===== src/hdl/pnr_pkg.sv =====
// ----------------------------------------------------------------------------
// pnr_pkg
// Shared widths and fixed-point helpers for the polynomial Newton root finder.
// ----------------------------------------------------------------------------
package pnr_pkg;

    localparam int VAL_W   = 32;
    localparam int FRAC_W  = 16;
    localparam int TOL_W   = 31;
    localparam int STEPS_W = 7;
    localparam int DIV_W   = VAL_W + FRAC_W;

    typedef logic signed [VAL_W-1:0] t_q;

    function automatic t_q sat32(input logic signed [63:0] v);
        logic signed [63:0] lo;
        logic signed [63:0] hi;
        lo = -64'sd2147483648;
        hi = 64'sd2147483647;
        if (v > hi) begin
            return t_q'(hi);
        end else if (v < lo) begin
            return t_q'(lo);
        end
        return t_q'(v);
    endfunction

    // round Q32.32 product to Q16.16, half up, saturated
    function automatic t_q qround(input logic signed [63:0] prod);
        logic signed [63:0] p;
        p = prod + 64'sd32768;
        return sat32(p >>> FRAC_W);
    endfunction

endpackage


===== src/hdl/pnr_ram.sv =====
// ----------------------------------------------------------------------------
// pnr_ram
// Generic single-write, single-read RAM with registered read data.
// ----------------------------------------------------------------------------
module pnr_ram #(
    parameter int WIDTH = 32,
    parameter int DEPTH = 17
) (
    input  logic                     i_clk,
    input  logic                     i_we,
    input  logic [$clog2(DEPTH)-1:0] i_waddr,
    input  logic [WIDTH-1:0]         i_wdata,
    input  logic [$clog2(DEPTH)-1:0] i_raddr,
    output logic [WIDTH-1:0]         o_rdata
);

    logic [WIDTH-1:0] r_mem [DEPTH];

    always_ff @(posedge i_clk) begin
        if (i_we) begin
            r_mem[i_waddr] <= i_wdata;
        end
        o_rdata <= r_mem[i_raddr];
    end

endmodule


===== src/hdl/pnr_div.sv =====
// ----------------------------------------------------------------------------
// pnr_div
// Unsigned restoring divider, one quotient bit per cycle.
// ----------------------------------------------------------------------------
module pnr_div (
    input  logic                         i_clk,
    input  logic                         i_rst_n,
    input  logic                         i_start,
    input  logic [pnr_pkg::DIV_W-1:0]    i_dividend,
    input  logic [pnr_pkg::VAL_W-1:0]    i_divisor,
    output logic                         o_done,
    output logic [pnr_pkg::DIV_W-1:0]    o_quotient
);

    localparam int CNT_W = $clog2(pnr_pkg::DIV_W + 1);

    logic                          r_busy;
    logic [CNT_W-1:0]              r_cnt;
    logic [pnr_pkg::VAL_W:0]       r_rem;
    logic [pnr_pkg::DIV_W-1:0]     r_quo;
    logic [pnr_pkg::VAL_W-1:0]     r_dvs;
    logic [pnr_pkg::VAL_W:0]       rem_sh;
    logic                          fits;

    assign rem_sh     = {r_rem[pnr_pkg::VAL_W-1:0], r_quo[pnr_pkg::DIV_W-1]};
    assign fits       = rem_sh >= {1'b0, r_dvs};
    assign o_quotient = r_quo;

    always_ff @(posedge i_clk) begin
        if (!i_rst_n) begin
            r_busy <= 1'b0;
            o_done <= 1'b0;
            r_cnt  <= '0;
        end else begin
            o_done <= 1'b0;
            if (i_start) begin
                r_busy <= 1'b1;
                r_cnt  <= CNT_W'(pnr_pkg::DIV_W);
            end else if (r_busy) begin
                r_cnt <= r_cnt - 1'b1;
                if (r_cnt == CNT_W'(1)) begin
                    r_busy <= 1'b0;
                    o_done <= 1'b1;
                end
            end
        end
    end

    always_ff @(posedge i_clk) begin
        if (i_start) begin
            r_rem <= '0;
            r_quo <= i_dividend;
            r_dvs <= i_divisor;
        end else if (r_busy) begin
            r_rem <= fits ? rem_sh - {1'b0, r_dvs} : rem_sh;
            r_quo <= {r_quo[pnr_pkg::DIV_W-2:0], fits};
        end
    end

endmodule


===== src/hdl/poly_newton_root_finder.sv =====
// ----------------------------------------------------------------------------
// poly_newton_root_finder
// Newton-Raphson root search on a stored Q16.16 polynomial.
// ----------------------------------------------------------------------------
// Requests on the input channel carry one coefficient each, highest power
// first. Coefficient requests are taken back to back while idle; coefficients beyond
// MAX_DEGREE+1 are dropped and flagged. The request marked last also carries
// the start point and tolerance and starts the solve; the input stalls until
// the solve ends.
// Each Newton step reads the coefficient RAM once per coefficient and runs
// the Horner updates through one shared 32x32 multiplier in FETCH, M1, M2
// and M3 for each coefficient after the first, then a bit-serial division
// and an update state; a zero slope ends the solve in EVAL, past the Horner pass.
// A solve takes up to MAX_STEPS such steps and then loads the output
// register, and one result leaves on the output channel.
// The result sits in an output register; a stalled receiver holds it while
// new coefficient requests are still taken. A finished solve waits for that
// register to drain.
// Reset clears the coefficient count, the overflow flag and the output valid; the RAM is not cleared.
// ----------------------------------------------------------------------------
module poly_newton_root_finder #(
    parameter int MAX_DEGREE = 16,
    parameter int MAX_STEPS  = 100
) (
    input  logic                          i_clk,
    input  logic                          i_rst_n,
    input  logic                          i_valid,
    output logic                          o_ready,
    input  logic signed [31:0]            i_coefficient,
    input  logic                          i_last_coefficient,
    input  logic signed [31:0]            i_start_point,
    input  logic [pnr_pkg::TOL_W-1:0]     i_tolerance,
    output logic                          o_valid,
    input  logic                          i_ready,
    output logic signed [31:0]            o_root,
    output logic                          o_converged,
    output logic [pnr_pkg::STEPS_W-1:0]   o_steps_taken,
    output logic                          o_zero_slope,
    output logic                          o_too_many_coefficients
);

    localparam int DEPTH = MAX_DEGREE + 1;
    localparam int AW    = $clog2(DEPTH);
    localparam int CW    = $clog2(DEPTH + 1);
    localparam int SW    = $clog2(MAX_STEPS + 1);

    localparam logic [3:0] ST_IDLE  = 4'd0;
    localparam logic [3:0] ST_LOAD0 = 4'd1;
    localparam logic [3:0] ST_INIT  = 4'd2;
    localparam logic [3:0] ST_FETCH = 4'd3;
    localparam logic [3:0] ST_M1    = 4'd4;
    localparam logic [3:0] ST_M2    = 4'd5;
    localparam logic [3:0] ST_M3    = 4'd6;
    localparam logic [3:0] ST_EVAL  = 4'd7;
    localparam logic [3:0] ST_DIV   = 4'd8;
    localparam logic [3:0] ST_UPD   = 4'd9;
    localparam logic [3:0] ST_DONE  = 4'd10;

    logic [3:0]              r_state;
    logic [CW-1:0]           r_count;
    logic                    r_ovf;
    logic [CW-1:0]           r_n;
    logic [CW-1:0]           r_k;
    logic                    r_ovf_res;
    logic [SW-1:0]           r_step;
    logic                    r_conv;
    logic                    r_flat;
    pnr_pkg::t_q             r_x;
    pnr_pkg::t_q             r_xn;
    logic [pnr_pkg::TOL_W-1:0] r_tol;
    pnr_pkg::t_q             r_sp;
    pnr_pkg::t_q             r_sd;
    pnr_pkg::t_q             r_c;
    pnr_pkg::t_q             r_dc;
    logic signed [63:0]      r_prod;

    logic                    accept;
    logic                    room;
    logic                    we;
    logic [31:0]             rd_data;
    pnr_pkg::t_q             cval;
    logic [CW-1:0]           deg;
    logic [CW-1:0]           dk;
    pnr_pkg::t_q             dcoef;
    pnr_pkg::t_q             mul_b;
    logic                    div_start;
    logic                    div_done;
    logic [pnr_pkg::DIV_W-1:0] div_quo;
    logic [31:0]             p_mag;
    logic [31:0]             d_mag;
    logic                    q_neg;
    logic signed [63:0]      q_ext;
    pnr_pkg::t_q             q_sat;
    logic signed [32:0]      delta;
    logic [32:0]             delta_abs;
    logic [SW-1:0]           step_inc;

    assign o_ready = r_state == ST_IDLE;
    assign accept  = i_valid && o_ready;
    assign room    = r_count < CW'(DEPTH);
    assign we      = accept && room;
    assign cval    = $signed(rd_data);
    assign deg     = r_n - 1'b1;
    assign dk      = deg - r_k;
    assign dcoef   = pnr_pkg::sat32(64'($signed({1'b0, dk})) * 64'(cval));
    assign mul_b   = (r_state == ST_M1) ? r_sp : r_sd;
    assign div_start = (r_state == ST_EVAL) && (r_sd != '0);
    assign p_mag   = r_sp[31] ? 32'(-r_sp) : 32'(r_sp);
    assign d_mag   = r_sd[31] ? 32'(-r_sd) : 32'(r_sd);
    assign q_ext   = q_neg ? -64'($signed({1'b0, div_quo})) : 64'($signed({1'b0, div_quo}));
    assign q_sat   = pnr_pkg::sat32(q_ext);
    assign delta     = 33'(r_xn) - 33'(r_x);
    assign delta_abs = delta[32] ? 33'(-delta) : 33'(delta);
    assign step_inc  = r_step + 1'b1;

    pnr_ram #(
        .WIDTH(32),
        .DEPTH(DEPTH)
    ) u_ram (
        .i_clk  (i_clk),
        .i_we   (we),
        .i_waddr(r_count[AW-1:0]),
        .i_wdata(i_coefficient),
        .i_raddr(r_k[AW-1:0]),
        .o_rdata(rd_data)
    );

    pnr_div u_div (
        .i_clk     (i_clk),
        .i_rst_n   (i_rst_n),
        .i_start   (div_start),
        .i_dividend({p_mag, {pnr_pkg::FRAC_W{1'b0}}}),
        .i_divisor (d_mag),
        .o_done    (div_done),
        .o_quotient(div_quo)
    );

    always_ff @(posedge i_clk) begin
        if (!i_rst_n) begin
            r_state <= ST_IDLE;
            r_count <= '0;
            r_ovf   <= 1'b0;
            o_valid <= 1'b0;
        end else begin
            if (o_valid && i_ready && r_state != ST_DONE) begin
                o_valid <= 1'b0;
            end
            unique case (r_state)
                ST_IDLE: begin
                    if (accept) begin
                        if (i_last_coefficient) begin
                            r_count <= '0;
                            r_ovf   <= 1'b0;
                            r_state <= ST_LOAD0;
                        end else if (room) begin
                            r_count <= r_count + 1'b1;
                        end else begin
                            r_ovf <= 1'b1;
                        end
                    end
                end
                ST_LOAD0: r_state <= ST_INIT;
                ST_INIT:  r_state <= (r_n == CW'(1)) ? ST_EVAL : ST_FETCH;
                ST_FETCH: r_state <= ST_M1;
                ST_M1:    r_state <= ST_M2;
                ST_M2:    r_state <= ST_M3;
                ST_M3:    r_state <= (r_k + 1'b1 < r_n) ? ST_FETCH : ST_EVAL;
                ST_EVAL:  r_state <= (r_sd == '0) ? ST_DONE : ST_DIV;
                ST_DIV: begin
                    if (div_done) begin
                        r_state <= ST_UPD;
                    end
                end
                ST_UPD: begin
                    if (delta_abs < 33'(r_tol) || step_inc == SW'(MAX_STEPS)) begin
                        r_state <= ST_DONE;
                    end else begin
                        r_state <= ST_LOAD0;
                    end
                end
                ST_DONE: begin
                    if (!o_valid || i_ready) begin
                        o_valid <= 1'b1;
                        r_state <= ST_IDLE;
                    end
                end
                default: r_state <= ST_IDLE;
            endcase
        end
    end

    always_ff @(posedge i_clk) begin
        case (r_state)
            ST_IDLE: begin
                if (accept && i_last_coefficient) begin
                    r_n       <= room ? r_count + 1'b1 : r_count;
                    r_ovf_res <= r_ovf || !room;
                    r_x       <= i_start_point;
                    r_tol     <= i_tolerance;
                    r_step    <= '0;
                    r_conv    <= 1'b0;
                    r_flat    <= 1'b0;
                end
                r_k <= '0;
            end
            ST_LOAD0: r_k <= '0;
            ST_INIT: begin
                r_sp <= cval;
                r_sd <= (r_n >= CW'(2)) ? dcoef : '0;
                r_k  <= CW'(1);
            end
            ST_M1: begin
                r_c    <= cval;
                r_dc   <= dcoef;
                r_prod <= 64'(r_x) * 64'(mul_b);
            end
            ST_M2: begin
                r_sp   <= pnr_pkg::sat32(64'(pnr_pkg::qround(r_prod)) + 64'(r_c));
                r_prod <= 64'(r_x) * 64'(mul_b);
            end
            ST_M3: begin
                if (r_k < deg) begin
                    r_sd <= pnr_pkg::sat32(64'(pnr_pkg::qround(r_prod)) + 64'(r_dc));
                end
                r_k <= r_k + 1'b1;
            end
            ST_EVAL: begin
                q_neg <= r_sp[31] ^ r_sd[31];
                if (r_sd == '0) begin
                    r_flat <= 1'b1;
                end
            end
            ST_DIV: begin
                if (div_done) begin
                    r_xn <= pnr_pkg::sat32(64'(r_x) - 64'(q_sat));
                end
            end
            ST_UPD: begin
                r_step <= step_inc;
                r_x    <= r_xn;
                r_conv <= delta_abs < 33'(r_tol);
                r_k    <= '0;
            end
            ST_DONE: begin
                if (!o_valid || i_ready) begin
                    o_root                  <= r_x;
                    o_converged             <= r_conv;
                    o_steps_taken           <= (32'(r_step) > 32'(7'h7f)) ?
                                               7'h7f : pnr_pkg::STEPS_W'(r_step);
                    o_zero_slope            <= r_flat;
                    o_too_many_coefficients <= r_ovf_res;
                end
            end
            default: ;
        endcase
    end

    assert property (@(posedge i_clk) disable iff (!i_rst_n)
        (r_state != ST_IDLE) |-> (r_n != '0))
        else $error("solve running with empty polynomial");

    assert property (@(posedge i_clk) disable iff (!i_rst_n)
        r_count <= CW'(DEPTH))
        else $error("coefficient count beyond store depth");

    assert property (@(posedge i_clk) disable iff (!i_rst_n)
        (r_state != ST_IDLE) |-> (32'(r_step) <= 32'(MAX_STEPS)))
        else $error("step count beyond limit");

    assert property (@(posedge i_clk) disable iff (!i_rst_n)
        div_done |-> (r_state == ST_DIV))
        else $error("division finished outside divide state");

endmodule


===== config.mk =====
export PLATFORM = sky130hd
export DESIGN_NAME = poly_newton_root_finder
export DESIGN_NICKNAME = d
export VERILOG_FILES = /design/src/hdl/pnr_pkg.sv /design/src/hdl/pnr_ram.sv /design/src/hdl/pnr_div.sv /design/src/hdl/poly_newton_root_finder.sv
export SDC_FILE = /design/constraint.sdc
export NUM_CORES = 2
export LEC_CHECK = 0
export ABC_CLOCK_PERIOD_IN_PS = 13900
export BUFFER_PORTS_ARGS = -buffer_cell sky130_fd_sc_hd__buf_2
export CORE_MARGIN = 5
export CORE_UTILIZATION = 59
export DETAILED_ROUTE_END_ITERATION = 10
export PLACE_DENSITY = 0.85
export SYNTH_ARGS = -nofsm -noshare
export SYNTH_HDL_FRONTEND = slang
export SYNTH_SLANG_ARGS = --single-unit

===== constraint.sdc =====
create_clock -name i_clk -period 13.9 [get_ports i_clk]
set_input_delay 0.695 -clock i_clk [delete_from_list [all_inputs] [get_ports i_clk]]
set_output_delay 0.695 -clock i_clk [all_outputs]
set_load 0.1 [all_outputs]

Word-level counts from Yosys, hierarchy flattened

Memory sizes are Yosys's and may differ from the RTL's. A register that Yosys moved wholly into a read port is not among the register bits.
Cells that the tools add are included.
Widths: inputs -> output; s select.

Register bits after elaboration: 481
Bits in writable memories: 544
Input bits: 100
Logic and storage cells: 215
Memories: 1

Memory list:

| name        | words | bits a word | read ports | clocked after memory_dff | write ports | line          | source |
|---|---|---|---|---|---|---|---|
| u_ram.r_mem | 17    | 32          | 1          | 1                        | 1           | pnr_ram.sv:17 | `logic [WIDTH-1:0] r_mem [DEPTH];` |

Add/subtract/negate cells: 16
Multiply operators: 2
Magnitude comparators: 18
Equality and inequality tests: 22
Muxes and demuxes: 87
Bitwise operators: 3
Reduce and logical (&&, ||, !) cells: 33

Operators with widths:

| operator               | number |
|---|---|
| $mux 32                | 28 |
| $pmux 32 s2            | 3 |
| $gt 33x32->1 const B   | 3 |
| $lt 33x32->1 const B   | 3 |
| $mux 48                | 2 |
| $add 32x32->33         | 2 |
| $sub 32x32->33         | 2 |
| $add 64x17->64 const B | 1 |
| $gt 64x32->1 const B   | 1 |
| $lt 64x32->1 const B   | 1 |
| $mul 32x32->64         | 1 |
| $mux 64                | 1 |
| $neg 32->32            | 2 |
| $neg 48->64            | 1 |
| $gt 48x32->1 const B   | 1 |
| $lt 48x32->1 const B   | 1 |
| $pmux 4 s11            | 1 |
| $gt 38x32->1 const B   | 1 |
| $lt 38x32->1 const B   | 1 |
| $mul 6x32->38          | 1 |
| $ge 33x32->1           | 1 |
| $lt 33x31->1           | 1 |
| $mux 1                 | 33 |
| $mux 33                | 1 |
| other kinds (45)       | 88 |

Depth between registers and ports, before layout

Depth after elaboration: 18
Depth in mapped cells: 35
Mapped depth without buffers: 31

By module

A second synthesis with hierarchy kept.

Cells, all modules: 8907
Area, all modules: 94438.1 um^2

By module, submodules not included:

| module                  | times used | cells an instance | area each (um^2) | seq. area each (um^2) |
|---|---|---|---|---|
| poly_newton_root_finder | 1          | 7346              | 66068.4          | 10279.9 |
| pnr_ram                 | 1          | 913               | 21597.0          | 16976.3 |
| pnr_div                 | 1          | 648               | 6772.7           | 3203.1 |

Worst setup path before layout

No wires, ideal clock.

Path type: flip-flop to flip-flop
From: register r_state[0]
To: register r_prod[62] (data pin)
Setup time: 0.258 ns
Arrival: 11.050 ns
Data required time: 13.642 ns
Slack: 2.593 ns
Stages on the path, launching flop included: 31
Clock period less this slack: 11.307 ns
Cells stage by stage: dfxtp_1 -> clkbuf_1 -> nor4b_2 -> buf_2 -> buf_1 -> mux2_2 -> nand2_1 -> inv_1 -> fa_1 -> fa_1 -> inv_1 -> fa_1 -> inv_1 -> fa_1 -> fa_1 -> fa_1 -> fa_1 -> inv_1 -> fa_1 -> inv_1 -> ha_1 -> a21o_1 -> a21o_1 -> a21o_1 -> a21o_1 -> a21o_1 -> nor3_1 -> o21ai_0 -> a31o_2 -> a21oi_1 -> xnor2_1

Longest elaborated chain between the ends: 3

RTL lines:

| element                | line                                                           | source |
|---|---|---|
| start, declared        | poly_newton_root_finder.sv:59                                  | `logic [3:0] r_state;` |
| start signal, assigned | poly_newton_root_finder.sv:163                                 | `ST_INIT: r_state <= (r_n == CW'(1)) ? ST_EVAL : ST_FETCH;` |
| start signal, assigned | poly_newton_root_finder.sv:167                                 | `ST_M3: r_state <= (r_k + 1'b1 < r_n) ? ST_FETCH : ST_EVAL;` |
| start signal, assigned | poly_newton_root_finder.sv:168                                 | `ST_EVAL: r_state <= (r_sd == '0) ? ST_DONE : ST_DIV;` |
| $eq 4x3->1             | poly_newton_root_finder.sv:106, poly_newton_root_finder.sv:193 |  |
| $mux 32                | poly_newton_root_finder.sv:106                                 | `assign mul_b = (r_state == ST_M1) ? r_sp : r_sd;` |
| $mul 32x32->64         | poly_newton_root_finder.sv:215, poly_newton_root_finder.sv:219 |  |
| end signal, assigned   | poly_newton_root_finder.sv:215                                 | `r_prod <= 64'(r_x) * 64'(mul_b);` |
| end signal, assigned   | poly_newton_root_finder.sv:219                                 | `r_prod <= 64'(r_x) * 64'(mul_b);` |
| end, declared          | poly_newton_root_finder.sv:75                                  | `logic signed [63:0] r_prod;` |

No other way between the ends.
A chain may end at the register's enable or synchronous reset.

Final worst setup path

From: register r_state[2]
To: register r_prod[62] (data pin)

Same word-level chain as after synthesis.

==> metrics.txt <==
effective utilization at floorplan 59.4%; sequential share of the synthesized area 32.2%; storage element area 30300 um2; largest net degree at the start of global routing 132; GRT Resource Usage Total 34.0%; Least-Margin Pin Slew 1.28 ns; vias per cell 6.30; Worst EP required 14.37 ns; total wire length 283000 um; Pre-antenna DRT Iters 6; IO buf count 143; highest cell delay on the worst timing path 1.12 ns; post-CTS sizing 0; count of final setup violators 0; Congestion Overflow GR 0; Synth Cell Area 94200 um2; DRT antenna net count 0; share of cells above drive strength 1 8.43%; crit start category flop; critical path's top delay family adder cells; Mapped Cells 8914; per-cell routed wire length 25.6 um; CP endpoint kind flop; syn avg cell area 10.6 um2; Root Buffer clkbuf_16; Final Instance Area 101000 um2; Final Skew 0.0792 ns; DRC errors left 0; RSZ-0062 raised after global routing no; status finished clean; Routability Congestion 0.985; Relative slew margins 14.9%; die area 168000 um2; Iter 0 DRT Violations 8457; Mapped Nets 10700; Slew Viols, Final 0; Crit path top cell by count fa_1; Ports 144; kind of critical path flop to flop; clock buffer count from CTS 102; Clock Sinks 1042; ys async rst share 0%; CTS clk-pin slew, worst paths 0.07 ns; DIE WIDTH 410 um; FMAX 92.2 MHz; most common flop cell mapped by yosys edfxtp_1; vias in the first global route 72800; first-pass GRT wire length 435000 um; placed cell areas 97100 um2; Post-synth EDFFs 943; CP bufs+invs 7; Hold Vio Cnt, Final 0; Area Overhead vs Synth 6.71%; HPWL Detailed 201000 um; Tcrit/Tclk final 78.1%; Crit-path slowest cell fa_1; DR vias 69600; Die H 410 um; Setup Fix Bufs, Post-CTS 0; nets 10600; CTS max path bufs 3; final core utilization 63.4%; flops & latches, synth 1042; critical path fanouts, max 71; # H-tree levels 3; Cell variety after synth 104; CTS tree done; Hold WC Path Type input port to flop; YS warnings 0; setup TNS 0 ns; maxcap violations 0; post-route minimum period 10.85 ns; most frequent cells in the layout inv_1 (1501), nand2_1 (1223), fa_1 (1184); Arr. time, crit path 11.32 ns; Core Rows 146; Worst-Skew Late Latency 0.77 ns; CTS Hold Bufs 0; initial antenna violation count 16; commonest non-fill, non-tap cell in the layout inv_1; area occupied by multi-input gates 57000 um2; core area 159000 um2; Filler Cell Count 11700
## worst reg2reg max path, delay by kind of cell, from the launching register on
kind	cells	cell delay [ns]
mux	1	0.76
xor+xnor	1	0.08
simple gates	3	0.85
fa+ha+maj	9	5.26
flops	1	0.61
compound gates	8	1.52
buf+inv	7	1.45
## cells by family after synthesis
kind of cell / share of synthesized area, %
simple gates: 12.1
buf+inv: 7.61
fa+ha+maj: 31.4
compound gates: 8.33
flops: 32.2
xor+xnor: 3.69
mux: 4.71
## worst paths after layout
| check | endpoint | cells after the start | start | slack (ns) |
|---|---|---|---|---|
| worst max-delay path | r_prod[62] | 29 | r_state[2] | 3.05 |
| worst min-delay path | r_tol[18] | 1 | i_tolerance[18] | 0.16 |
| worst max register to register | r_prod[62] | 29 | r_state[2] | 3.05 |
| worst min register to register | o_converged | 0 | r_conv | 0.42 |
## synthesized netlist by cell type (all sizes together) (11+ instances only)
cell	number	area, um2
o221ai	28	251
a21boi	13	101
or2	44	275
mux4	160	3600
nor3b	13	97.6
a21o	143	1070
ha	468	5860
nor3	64	325
xnor2	254	2220
or3	36	226
o21bai	30	225
a31o	12	105
o22ai	11	68.8
xor2	143	1250
a211oi	34	260
or4	27	226
nor2	441	1660
and3	44	275
inv	1505	5650
o41ai	17	156
nand2b	57	357
o21ai	282	1420
nand3	128	651
a211o	15	131
and2	228	1430
o31ai	45	343
nor4	24	216
fa	1184	23700
o21a	58	437
buf	48	233
a21oi	358	1910
nand2	1224	4590
o211ai	21	158
nor2b	44	275
o2111ai	14	123
mux2i	48	480
dfxtp	99	1980
edfxtp	943	28300
nand4	61	403
mux2	31	349
clkbuf	342	1280
a31oi	31	194
## metal layers
layer  up-vias  track usage [%]  part of all wire (%)
met5         -                0                0.0078
met3      1082             6.80                    10
met4         4             23.4                   8.6
met2      4664             54.3                    46
li1      29300                -                     -
met1     34600             42.0                    35
## cell type report
class	instances	area share, %
Multi-Input combinational cell	5976	56.7
Sequential cell	1042	30.1
Clock inverter	52	0.542
Antenna cell	9	0.0224
Tap cell	2072	2.58
Inverter	1506	5.62
Timing Repair Buffer	255	1.57
Clock buffer	135	2.82
## stage by stage
step / std cells / setup WS, ns / hold slack, ns
floorplan: 8914 / 2.59 / 0.400
global placement: 10900 / 3.39 / 0.404
detailed placement: 10900 / 3.19 / 0.411
CTS: 11000 / 3.13 / 0.123
global route: 11000 / 2.53 / 0.129
finish: 11000 / 3.05 / 0.158
## sequential cells by signal (all words and copies together) (netlist names), 7 cells and up
name              count
u_div.o_quotient     48
r_tol                31
u_ram.o_rdata        32
o_steps_taken         7
r_dc                 32
r_x                  32
r_step                7
o_root               32
u_div.r_rem          32
u_ram.r_mem         544
u_div.r_dvs          32
r_sp                 32
r_xn                 32
r_sd                 32
r_c                  32
r_prod               49
Power is not shown: default switching activity piles up to over one toggle a cycle in this logic, so the estimate is an artifact.
